==> src/hdl/tcfd_pkg.sv <==
// shared constants and types of the text and cobs frame demux
// no dependencies
package tcfd_pkg;

	localparam int DEPTH = 64;
	localparam int ADDR_W = $clog2(DEPTH);
	localparam int CNT_W = $clog2(DEPTH + 1);
	localparam int SUM_W = ((CNT_W > 8) ? CNT_W : 8) + 1;

	localparam logic [1:0] KIND_TEXT = 2'd0;
	localparam logic [1:0] KIND_RESET = 2'd1;
	localparam logic [1:0] KIND_BYTE = 2'd2;
	localparam logic [1:0] KIND_EMPTY = 2'd3;

	typedef struct packed {
		logic [1:0]  kind;
		logic [7:0]  data;
		logic        last;
		logic [31:0] stamp;
	} result_t;

endpackage

==> src/hdl/tcfd_ram.sv <==
// generic single write port, single read port ram with registered read data
// no dependencies
module tcfd_ram #(
	parameter int WIDTH = 8,
	parameter int DEPTH = 64
) (
	input  logic                     clk,
	input  logic                     we,
	input  logic [$clog2(DEPTH)-1:0] waddr,
	input  logic [WIDTH-1:0]         wdata,
	input  logic                     re,
	input  logic [$clog2(DEPTH)-1:0] raddr,
	output logic [WIDTH-1:0]         rdata
);

	logic [WIDTH-1:0] mem [DEPTH];

	always_ff @(posedge clk) begin
		if (we) begin
			mem[waddr] <= wdata;
		end
		if (re) begin
			rdata <= mem[raddr];
		end
	end

endmodule

==> src/hdl/tcfd_outq.sv <==
// two-entry result queue between the sequencer and the result channel
// depends on tcfd_pkg
module tcfd_outq import tcfd_pkg::*; (
	input  logic    clk,
	input  logic    arst_n,
	input  logic    push_valid,
	input  result_t push_item,
	output logic    space,
	output logic    result_valid,
	input  logic    result_ready,
	output result_t head
);

	logic [1:0] cnt_q;
	result_t    head_q;
	result_t    tail_q;
	logic       pop;

	assign pop = result_valid && result_ready;
	assign space = (cnt_q != 2'd2);
	assign result_valid = (cnt_q != 2'd0);
	assign head = head_q;

	always_ff @(posedge clk or negedge arst_n) begin
		if (!arst_n) begin
			cnt_q <= 2'd0;
		end else begin
			case ({push_valid, pop})
				2'b10: cnt_q <= cnt_q + 2'd1;
				2'b01: cnt_q <= cnt_q - 2'd1;
				default: cnt_q <= cnt_q;
			endcase
		end
	end

	always_ff @(posedge clk) begin
		case ({push_valid, pop})
			2'b10: begin
				if (cnt_q == 2'd0) begin
					head_q <= push_item;
				end else begin
					tail_q <= push_item;
				end
			end
			2'b01: begin
				head_q <= tail_q;
			end
			2'b11: begin
				if (cnt_q == 2'd1) begin
					head_q <= push_item;
				end else begin
					head_q <= tail_q;
					tail_q <= push_item;
				end
			end
			default: begin
			end
		endcase
	end

endmodule

==> src/hdl/text_and_cobs_frame_demux.sv <==
// top level: text pass-through and cobs frame decoder with a walking sequencer
// depends on tcfd_pkg, tcfd_ram, tcfd_outq
// text byte or marker: result is queued and visible in the cycle after the item; a frame byte is stored
// closing zero: the stored frame is checked group by group, then each group's decoded bytes
// and any inserted zero are emitted; no item is taken meanwhile
// a full result queue stalls the walk; reset: text mode, fill zero, queue empty
module text_and_cobs_frame_demux import tcfd_pkg::*; (
	input  logic        clk,
	input  logic        arst_n,
	input  logic        byte_valid,
	output logic        byte_ready,
	input  logic [7:0]  byte_in,
	input  logic [31:0] time_ms,
	output logic        result_valid,
	input  logic        result_ready,
	output logic [1:0]  kind,
	output logic [7:0]  data,
	output logic        last_of_frame,
	output logic [31:0] frame_time
);

	typedef enum logic [1:0] {
		MODE_TEXT,
		MODE_ONE_ZERO,
		MODE_COLLECT,
		MODE_DISCARD
	} mode_t;

	typedef enum logic [3:0] {
		ST_IDLE,
		ST_CHK_RD,
		ST_CHK_EVAL,
		ST_CHK_CNT,
		ST_EMPTY,
		ST_E_CODE_RD,
		ST_E_CODE,
		ST_E_BYTE_RD,
		ST_E_BYTE,
		ST_E_ZERO,
		ST_DONE
	} state_t;

	state_t            state_q;
	mode_t             mode_q;
	logic [CNT_W-1:0]  fill_q;
	logic [CNT_W-1:0]  idx_q;
	logic [CNT_W-1:0]  n_q;
	logic [CNT_W-1:0]  e_q;
	logic [CNT_W-1:0]  pos_q;
	logic [CNT_W-1:0]  end_q;
	logic [7:0]        code_q;
	logic [31:0]       stamp_q;

	logic              accept;
	logic              space;
	logic              push_valid;
	result_t           push_item;
	result_t           head;
	logic              wr_en;
	logic              rd_en;
	logic [ADDR_W-1:0] rd_addr;
	logic [7:0]        rd_data;
	logic [SUM_W-1:0]  alu_a;
	logic [SUM_W-1:0]  alu_b;
	logic              alu_dec;
	logic [SUM_W-1:0]  alu_sum;
	logic              is_last;

	assign byte_ready = (state_q == ST_IDLE) && space;
	assign accept = byte_valid && byte_ready;
	assign is_last = ((e_q + CNT_W'(1)) == n_q);

	// shared adder: group end during check and emit, decoded length during check
	always_comb begin
		alu_a = SUM_W'(idx_q);
		alu_b = SUM_W'(rd_data);
		alu_dec = 1'b0;
		if (state_q == ST_CHK_CNT) begin
			alu_a = SUM_W'(n_q);
			alu_b = SUM_W'(code_q);
			alu_dec = !((code_q != 8'hFF) && (idx_q < fill_q));
		end
	end

	assign alu_sum = alu_a + alu_b - SUM_W'(alu_dec);

	always_comb begin
		wr_en = accept && (mode_q == MODE_COLLECT) && (byte_in != 8'd0)
			&& (fill_q < CNT_W'(DEPTH));
		rd_en = 1'b0;
		rd_addr = idx_q[ADDR_W-1:0];
		case (state_q)
			ST_CHK_RD: rd_en = (idx_q < fill_q);
			ST_E_CODE_RD: rd_en = 1'b1;
			ST_E_BYTE_RD: begin
				rd_en = (pos_q != end_q);
				rd_addr = pos_q[ADDR_W-1:0];
			end
			default: begin
			end
		endcase
	end

	always_comb begin
		push_valid = 1'b0;
		push_item = '{kind: KIND_TEXT, data: byte_in, last: 1'b0, stamp: 32'd0};
		case (state_q)
			ST_IDLE: begin
				if (accept && (mode_q == MODE_TEXT)) begin
					push_valid = 1'b1;
					if (byte_in == 8'd0) begin
						push_item.kind = KIND_RESET;
					end
				end else if (accept && (mode_q == MODE_ONE_ZERO) && (byte_in != 8'd0)) begin
					push_valid = 1'b1;
				end
			end
			ST_EMPTY: begin
				push_valid = space;
				push_item = '{kind: KIND_EMPTY, data: 8'd0, last: 1'b1, stamp: stamp_q};
			end
			ST_E_BYTE: begin
				push_valid = space;
				push_item = '{kind: KIND_BYTE, data: rd_data, last: is_last, stamp: stamp_q};
			end
			ST_E_ZERO: begin
				push_valid = space;
				push_item = '{kind: KIND_BYTE, data: 8'd0, last: is_last, stamp: stamp_q};
			end
			default: begin
			end
		endcase
	end

	always_ff @(posedge clk or negedge arst_n) begin
		if (!arst_n) begin
			state_q <= ST_IDLE;
			mode_q <= MODE_TEXT;
			fill_q <= '0;
			idx_q <= '0;
			n_q <= '0;
			e_q <= '0;
			pos_q <= '0;
			end_q <= '0;
			code_q <= '0;
			stamp_q <= '0;
		end else begin
			case (state_q)
				ST_IDLE: begin
					if (accept) begin
						case (mode_q)
							MODE_TEXT: begin
								if (byte_in == 8'd0) begin
									mode_q <= MODE_ONE_ZERO;
								end
							end
							MODE_ONE_ZERO: begin
								if (byte_in == 8'd0) begin
									fill_q <= '0;
									mode_q <= MODE_COLLECT;
								end else begin
									mode_q <= MODE_TEXT;
								end
							end
							MODE_COLLECT: begin
								if (byte_in == 8'd0) begin
									mode_q <= MODE_TEXT;
									stamp_q <= time_ms;
									idx_q <= '0;
									n_q <= '0;
									if (fill_q != '0) begin
										state_q <= ST_CHK_RD;
									end
								end else if (fill_q < CNT_W'(DEPTH)) begin
									fill_q <= fill_q + CNT_W'(1);
								end else begin
									mode_q <= MODE_DISCARD;
								end
							end
							default: begin
								if (byte_in == 8'd0) begin
									fill_q <= '0;
									mode_q <= MODE_TEXT;
								end
							end
						endcase
					end
				end
				ST_CHK_RD: begin
					if (idx_q < fill_q) begin
						state_q <= ST_CHK_EVAL;
					end else if (n_q == '0) begin
						state_q <= ST_EMPTY;
					end else begin
						idx_q <= '0;
						e_q <= '0;
						state_q <= ST_E_CODE_RD;
					end
				end
				ST_CHK_EVAL: begin
					if ((rd_data == 8'd0) || (alu_sum > SUM_W'(fill_q))) begin
						state_q <= ST_DONE;
					end else begin
						idx_q <= alu_sum[CNT_W-1:0];
						code_q <= rd_data;
						state_q <= ST_CHK_CNT;
					end
				end
				ST_CHK_CNT: begin
					n_q <= alu_sum[CNT_W-1:0];
					state_q <= ST_CHK_RD;
				end
				ST_EMPTY: begin
					if (space) begin
						state_q <= ST_DONE;
					end
				end
				ST_E_CODE_RD: begin
					state_q <= ST_E_CODE;
				end
				ST_E_CODE: begin
					code_q <= rd_data;
					end_q <= alu_sum[CNT_W-1:0];
					pos_q <= idx_q + CNT_W'(1);
					state_q <= ST_E_BYTE_RD;
				end
				ST_E_BYTE_RD: begin
					if (pos_q != end_q) begin
						state_q <= ST_E_BYTE;
					end else begin
						idx_q <= end_q;
						if ((code_q != 8'hFF) && (end_q < fill_q)) begin
							state_q <= ST_E_ZERO;
						end else if (end_q < fill_q) begin
							state_q <= ST_E_CODE_RD;
						end else begin
							state_q <= ST_DONE;
						end
					end
				end
				ST_E_BYTE: begin
					if (space) begin
						pos_q <= pos_q + CNT_W'(1);
						e_q <= e_q + CNT_W'(1);
						state_q <= ST_E_BYTE_RD;
					end
				end
				ST_E_ZERO: begin
					if (space) begin
						e_q <= e_q + CNT_W'(1);
						state_q <= ST_E_CODE_RD;
					end
				end
				ST_DONE: begin
					fill_q <= '0;
					state_q <= ST_IDLE;
				end
				default: begin
					state_q <= ST_IDLE;
				end
			endcase
		end
	end

	tcfd_ram #(
		.WIDTH(8),
		.DEPTH(DEPTH)
	) u_store (
		.clk   (clk),
		.we    (wr_en),
		.waddr (fill_q[ADDR_W-1:0]),
		.wdata (byte_in),
		.re    (rd_en),
		.raddr (rd_addr),
		.rdata (rd_data)
	);

	tcfd_outq u_outq (
		.clk          (clk),
		.arst_n       (arst_n),
		.push_valid   (push_valid),
		.push_item    (push_item),
		.space        (space),
		.result_valid (result_valid),
		.result_ready (result_ready),
		.head         (head)
	);

	assign kind = head.kind;
	assign data = head.data;
	assign last_of_frame = head.last;
	assign frame_time = head.stamp;

	a_fill_bound: assert property (@(posedge clk) disable iff (!arst_n)
		fill_q <= CNT_W'(DEPTH))
		else $error("fill count beyond store depth");

	a_push_space: assert property (@(posedge clk) disable iff (!arst_n)
		push_valid |-> space)
		else $error("result pushed into a full queue");

	a_open_frame: assert property (@(posedge clk) disable iff (!arst_n)
		(accept && (mode_q == MODE_ONE_ZERO) && (byte_in == 8'd0))
		|=> ((mode_q == MODE_COLLECT) && (fill_q == '0)))
		else $error("second zero did not open an empty frame");

	a_emit_count: assert property (@(posedge clk) disable iff (!arst_n)
		(push_valid && ((state_q == ST_E_BYTE) || (state_q == ST_E_ZERO))) |-> (e_q < n_q))
		else $error("more decoded bytes than counted");

endmodule
==> config.mk <==
export PLATFORM = sky130hd
export DESIGN_NAME = text_and_cobs_frame_demux
export DESIGN_NICKNAME = d
export VERILOG_FILES = /design/src/hdl/tcfd_pkg.sv /design/src/hdl/tcfd_ram.sv /design/src/hdl/tcfd_outq.sv /design/src/hdl/text_and_cobs_frame_demux.sv
export SDC_FILE = /design/constraint.sdc
export NUM_CORES = 1
export LEC_CHECK = 0
export ABC_AREA = 1
export BUFFER_PORTS_ARGS = -buffer_cell sky130_fd_sc_hd__buf_2
export CAP_MARGIN = 20
export CORE_ASPECT_RATIO = 2
export CORE_MARGIN = 8
export CORE_UTILIZATION = 57
export CTS_CLUSTER_SIZE = 24
export DETAILED_ROUTE_END_ITERATION = 8
export PLACE_DENSITY = 0.83
export REMOVE_ABC_BUFFERS = 1
export SETUP_SLACK_MARGIN = 0.05
export SYNTH_ARGS = -nofsm -noshare
export SYNTH_HDL_FRONTEND = slang
export SYNTH_SLANG_ARGS = --single-unit
==> constraint.sdc <==
create_clock -name clk -period 9.9 [get_ports clk]
set_input_delay 0.495 -clock clk [delete_from_list [all_inputs] [get_ports clk]]
set_output_delay 0.495 -clock clk [all_outputs]
set_load 0.01 [all_outputs]
### Word-level counts from Yosys, hierarchy flattened

Memory sizes are Yosys's and may differ from the RTL's. A register that Yosys moved wholly into a read port is not among the register bits.
Index checks and enable logic that the tools add are counted.

* register bits after elaboration: 176
* bits in writable memories: 512
* memories kept: 1

* add/sub/neg operators: 8
* $lt $le $gt $ge: 4
* eq/ne operators: 41
* muxes and demuxes: 61
* reduce and logical (&&, ||, !) cells: 45

Memories
* u_store.mem: depth 64, width 8, read ports 1, clocked after memory_dff 1, write ports 1, RTL line tcfd_ram.sv:16 `logic [WIDTH-1:0] mem [DEPTH];`

Operators with widths (number)
* $mux 43: 4
* $pmux 43 s3: 1
* $pmux 41 s3: 1
* $mux 7: 13
* $pmux 43 s2: 1
* $pmux 7 s2: 5
* $mux 4: 11
* $pmux 4 s10: 1
* $add 7x1->7 const B: 4
* $pmux 7 s4: 1
* $ne 2x2->1 const B: 12
* $eq 4x3->1 const B: 4
* $logic_not 8->1: 2
* $mux 8: 2
* $pmux 8 s2: 1
* $reduce_bool 2->1: 8
* $lt 7x7->1: 2
* $eq 4x4->1 const B: 3
* $ne 2x1->1 const B: 6
* $pmux 2 s3: 2
* $reduce_and 4->1: 3
* $logic_and 1x1->1: 11
* $mux 2: 5
* $add 9x9->9: 1
* other kinds (38): 55

### Depth between registers and ports, before layout

* depth in word-level cells: 11
* depth in mapped cells: 31

### Modules after synthesis

Synthesis repeated with hierarchy kept, for this count alone.

* cell total of the unflattened synthesis: 2896
* area, all modules: 30848.3 µm²

Modules (own cells, without submodules)
* tcfd_ram: instances 1, cells each 1806, area each 21425.5 µm², seq. area each 15615.0 µm²
* text_and_cobs_frame_demux: instances 1, cells each 821, area each 5947.0 µm², seq. area each 2202.1 µm²
* tcfd_outq: instances 1, cells each 269, area each 3475.8 µm², seq. area each 2632.5 µm²

### Least setup slack after synthesis

OpenSTA, ideal clock, no wires.

* path kind: in2reg
* start point: input port byte_in[6]
* end point: register u_outq.tail_q[0] (netlist name) (enable)
* library setup time: 509 ps
* arrival: 4879 ps
* path slack: 4513 ps
* cell stages on the path: 11
* path buffers: 0
* path through: inv_1 > nand4_1 > nor2_1 > nand2_1 > nand3_1 > o21a_1 > inv_1 > ha_1 > nand2_1 > inv_1 > a211oi_1

* longest elaborated chain between the ends: 8
* elaborated cells between the ends (all ways): 11
* classes of those cells: eq/ne: 4; mux: 3; reduce/logical: 4

RTL lines
* from (decl): RTL line text_and_cobs_frame_demux.sv:12 `input logic [7:0] byte_in,`
* $reduce_bool 8->1 *: RTL line text_and_cobs_frame_demux.sv:114 `end else if (accept && (mode_q == MODE_ONE_ZERO) && (byte_in != 8'd0)) begin`
* $logic_and 1x1->1 *: RTL line text_and_cobs_frame_demux.sv:114
* $mux 1 *: RTL line text_and_cobs_frame_demux.sv:114
* $mux 1 *: RTL line text_and_cobs_frame_demux.sv:109 `if (accept && (mode_q == MODE_TEXT)) begin`
* $pmux 1 s2 *: RTL line text_and_cobs_frame_demux.sv:107 `case (state_q)`
* $eq 2x2->1: RTL line tcfd_outq.sv:37 `case ({push_valid, pop})`
* $ne 2x2->1 (no source line) / $reduce_bool 2->1 (equally long branches)
* $reduce_and 3->1 (no source line) *
* to (signal assigned): RTL line tcfd_outq.sv:42 `tail_q <= push_item;`
* to (signal assigned): RTL line tcfd_outq.sv:53 `tail_q <= push_item;`
* to (decl): RTL line tcfd_outq.sv:16 `result_t tail_q;`

Every way passes the cells marked *; elsewhere a longest branch is shown, timed or not.
A chain may end at the register's enable or synchronous reset.

### Final worst setup path

* start point: register state_q[0]
* end point: register idx_q[6]

* longest elaborated chain between the ends: 8
* elaborated cells between the ends (all ways): 25
* classes of those cells: add/sub: 2; order compare: 1; eq/ne: 11; mux: 5; reduce/logical: 6

RTL lines
* from (decl): RTL line text_and_cobs_frame_demux.sv:43 `state_t state_q;`
* from (signal assigned): RTL line text_and_cobs_frame_demux.sv:137 `state_q <= ST_IDLE;`
* from (signal assigned): RTL line text_and_cobs_frame_demux.sv:172 `state_q <= ST_CHK_RD;`
* from (signal assigned): RTL line text_and_cobs_frame_demux.sv:191 `state_q <= ST_CHK_EVAL;`
* $eq 4x2->1 *: RTL line text_and_cobs_frame_demux.sv:78 `if (state_q == ST_CHK_CNT) begin`
* $mux 7 / $mux 8 (equally long branches): RTL line text_and_cobs_frame_demux.sv:78
* $add 9x9->9: RTL line text_and_cobs_frame_demux.sv:85 `assign alu_sum = alu_a + alu_b - SUM_W'(alu_dec);`
* $sub 9x1->9 *: RTL line text_and_cobs_frame_demux.sv:85
* net alu_sum[4]: RTL line text_and_cobs_frame_demux.sv:66 `logic [SUM_W-1:0] alu_sum;`
* $gt 9x7->1 *: RTL line text_and_cobs_frame_demux.sv:201 `if ((rd_data == 8'd0) || (alu_sum > SUM_W'(fill_q))) begin`
* $logic_or 1x1->1 *: RTL line text_and_cobs_frame_demux.sv:201
* $ne 2x2->1 (no source line) *
* $reduce_and 8->1 (no source line) *
* to (signal assigned): RTL line text_and_cobs_frame_demux.sv:204 `idx_q <= alu_sum[CNT_W-1:0];`
* to (signal assigned): RTL line text_and_cobs_frame_demux.sv:231 `idx_q <= end_q;`
* to (decl): RTL line text_and_cobs_frame_demux.sv:46 `logic [CNT_W-1:0] idx_q;`

Mark *: on every way through the listed nets, which the timed path passes. The rest lies on a longest branch. The select of a mux whose other input is x is not followed.

==> run summary <==
max-slew violations -> 0
post-synth cell types -> 44
IO Port Bufs -> 88
post-synthesis instance total -> 3261
crit share post-route -> 0.542
Clock Skews -> 18.6 ps
crit-path most repeated cell -> nand2_1
Seq cells post-synth -> 696
Total Wirelength -> 86.6 mm
total core area -> 56000 µm²
largest net degree at the start of global routing -> 163
NumNets Final -> 3392
crit path max-delay cell type -> nand2_1
setup TNS -> 0 ps
drt wl/cell -> 21.1 µm
crit path buf inv count -> 6
DP HPWL -> 56.1 mm
Max Freq -> 186 MHz
CTS clk-pin slew, worst paths -> 70 ps
crit path max fanout -> 32
RSZ-0062 raised after global routing -> false
critical path's top delay family -> simple AND/OR/NAND/NOR gates
initial antenna violation count -> 1
worst stage delay on the critical path -> 660 ps
Pwr Density -> 270 nW/µm²
Site Rows -> 123
worst setup margin -> 4540 ps
die width -> 184 µm
synth warn -> 0
Clock Latency Late Sink -> 640 ps
Hold WC Path Type -> in2reg
worst endpoint required time -> 10410 ps
commonest non-fill, non-tap cells in the layout -> nand2_1 (794), inv_1 (612), edfxtp_1 (606), nand3_1 (569), nor2_1 (119)
number of remaining DRC errors -> 0
Max rail drop VDD -> 156 µV
Cell Area, Synth -> 32100 µm²
Layout area overhead -> 8.91%
pre-CTS setup slack -> 4580 ps
antenna-violating nets left -> 0
CTS Buf Count -> 55
dominant synthesized flop cell -> edfxtp_1
maximum clock path buffer count -> 3
CTS hold repair buffers -> 1
Max H-tree Level -> 2
diodes inserted -> 0
root buffer cell -> clkbuf_16
worst setup path class -> reg2reg
drt first pass iters -> 5
Setup violations, final -> 0
GPL Wtd Cong -> 1.02
die height -> 352 µm
Synth async-reset ratio -> 0.129
P_leak -> 15.3 nW
clk sinks -> 696
Total Power -> 0.00943 W
# IOs -> 89
GRT Total Usage -> 0.269
Final Hold Viols -> 0
vias per cell -> 5.66
most common library cell in the layout ignoring fill and taps -> nand2_1
DRT iter0 DRCs -> 2186
postcts setup bufs -> 0
Vias -> 23193
Worst Path Arrival -> 5880 ps
fin crit period -> 5360 ps
die area -> 64600 µm²
outcome -> finished clean
MaxCap Viol Count -> 0
Initial Utilization -> 0.573
CP Capture Type -> flip-flop
Slew HR -> 0.208
first-pass GRT wire length -> 130 mm
vias in the first global route -> 22959
Post-synth EDFFs -> 606
Least-Margin Pin Slew -> 1180 ps
Overflow after GRT -> 0
layout cells sized above 1 -> 0.0717
CP Launch Type -> flip-flop
register area share after synthesis -> 0.637
Avg Inst Size Synth -> 9.84 µm²
CTS tree -> done
Post-CTS Resized -> 0
[flip-flops by register name, summed over array words and instances (netlist names)]
signal	count
code_q	8
e_q	7
end_q	7
fill_q	7
idx_q	7
mode_q	2
n_q	7
pos_q	7
stamp_q	32
state_q	4
u_outq.cnt_q	2
u_outq.head	43
u_outq.tail_q	43
u_store.mem	512
u_store.rdata	8
[layout make-up]
type | instances | area (µm²)
clock inverter | 33 | 344
inverter | 619 | 2320
fill | 4279 | 21100
timing repair buffer | 125 | 733
multi-input combinational | 1806 | 8670
sequential | 696 | 20400
tap | 750 | 938
clock buffer | 70 | 1510
[layer usage]
layer	GRT usage	routed length, µm
met2	0.485	45200
met1	0.261	26500
met5	0	12
met4	0.238	8520
met3	0.0437	6390
[cell usage after synthesis (2+ instances only)]
master | instances | area [µm²]
nand2_1 | 796 | 2990
inv_2 | 4 | 15.0
a21oi_1 | 31 | 155
o21a_1 | 6 | 45.0
buf_6 | 5 | 56.3
clkinv_1 | 3 | 11.3
o22ai_1 | 19 | 119
nand4_1 | 21 | 131
nand2_2 | 6 | 37.5
edfxtp_1 | 606 | 18200
ha_1 | 44 | 551
dfrtp_1 | 90 | 2250
a22o_1 | 8 | 70.1
xor2_1 | 8 | 70.1
o21ai_2 | 4 | 35.0
xnor2_1 | 10 | 87.6
a21boi_0 | 2 | 15.0
buf_1 | 5 | 18.8
nand3b_1 | 25 | 188
nor4_1 | 3 | 18.8
o211ai_1 | 3 | 22.5
buf_2 | 72 | 360
nor2_4 | 2 | 22.5
nand3_1 | 570 | 2850
or2_2 | 3 | 18.8
buf_4 | 24 | 180
nor2_2 | 2 | 12.5
nor2_1 | 120 | 450
o21ai_0 | 100 | 500
inv_1 | 612 | 2300
o21ai_1 | 4 | 20.0
nor3_1 | 7 | 35.0
clkbuf_1 | 34 | 128
nor3_4 | 2 | 32.5
[per-stage QoR]
step	util	std cells	instance area, µm²	hold WS (ps)
finish	0.624	4099	35000	56.6
global route	0.624	4099	35000	62.5
CTS	0.624	4098	35000	49.7
detailed placement	0.591	3994	33100	465
global placement	0.591	3994	33100	462
floorplan	-	3121	31400	199
[where the power goes]
part           internal (W)  total, W  switching [W]
Clock               0.00122   0.00227        0.00105
Combinational       0.00101   0.00341        0.00240
Sequential          0.00355   0.00374       0.000198
Total               0.00577   0.00943        0.00365
[worst reg2reg max path: cells and delay by family, from the launching register on]
kind | cells | cell delay [ps]
fa+ha+maj | 4 | 1190
xor+xnor | 1 | 220
simple gates | 16 | 2550
flops | 1 | 430
buf+inv | 6 | 690
compound gates | 1 | 150
[logic make-up after synthesis]
kind of cell	after synthesis	share of synthesized area
adder cells (fa/ha/maj)	45	0.0178
AND/OR/NAND/NOR	1561	0.213
AO/OA/AOI/OAI	182	0.0318
flip-flops	696	0.637
XOR/XNOR	18	0.00491
buffers and inverters	759	0.0955
[worst paths after layout]
check | from | end | slack [ps] | cells after the start
worst max-delay path | state_q[0]$_DFFE_PN0P_ | idx_q[6]$_DFFE_PN0P_ | 4540 | 28
worst min-delay path | time_ms[5] | stamp_q[5]$_DFFE_PN0P_ | 60 | 3
worst max register to register | state_q[0]$_DFFE_PN0P_ | idx_q[6]$_DFFE_PN0P_ | 4540 | 28
worst min register to register | stamp_q[24]$_DFFE_PN0P_ | stamp_q[24]$_DFFE_PN0P_ | 480 | 2
max in group asynchronous | arst_n | stamp_q[2]$_DFFE_PN0P_ | 8280 | 3
min in group asynchronous | arst_n | idx_q[1]$_DFFE_PN0P_ | 370 | 2
Note: power is estimated with default switching activity, not from simulation.
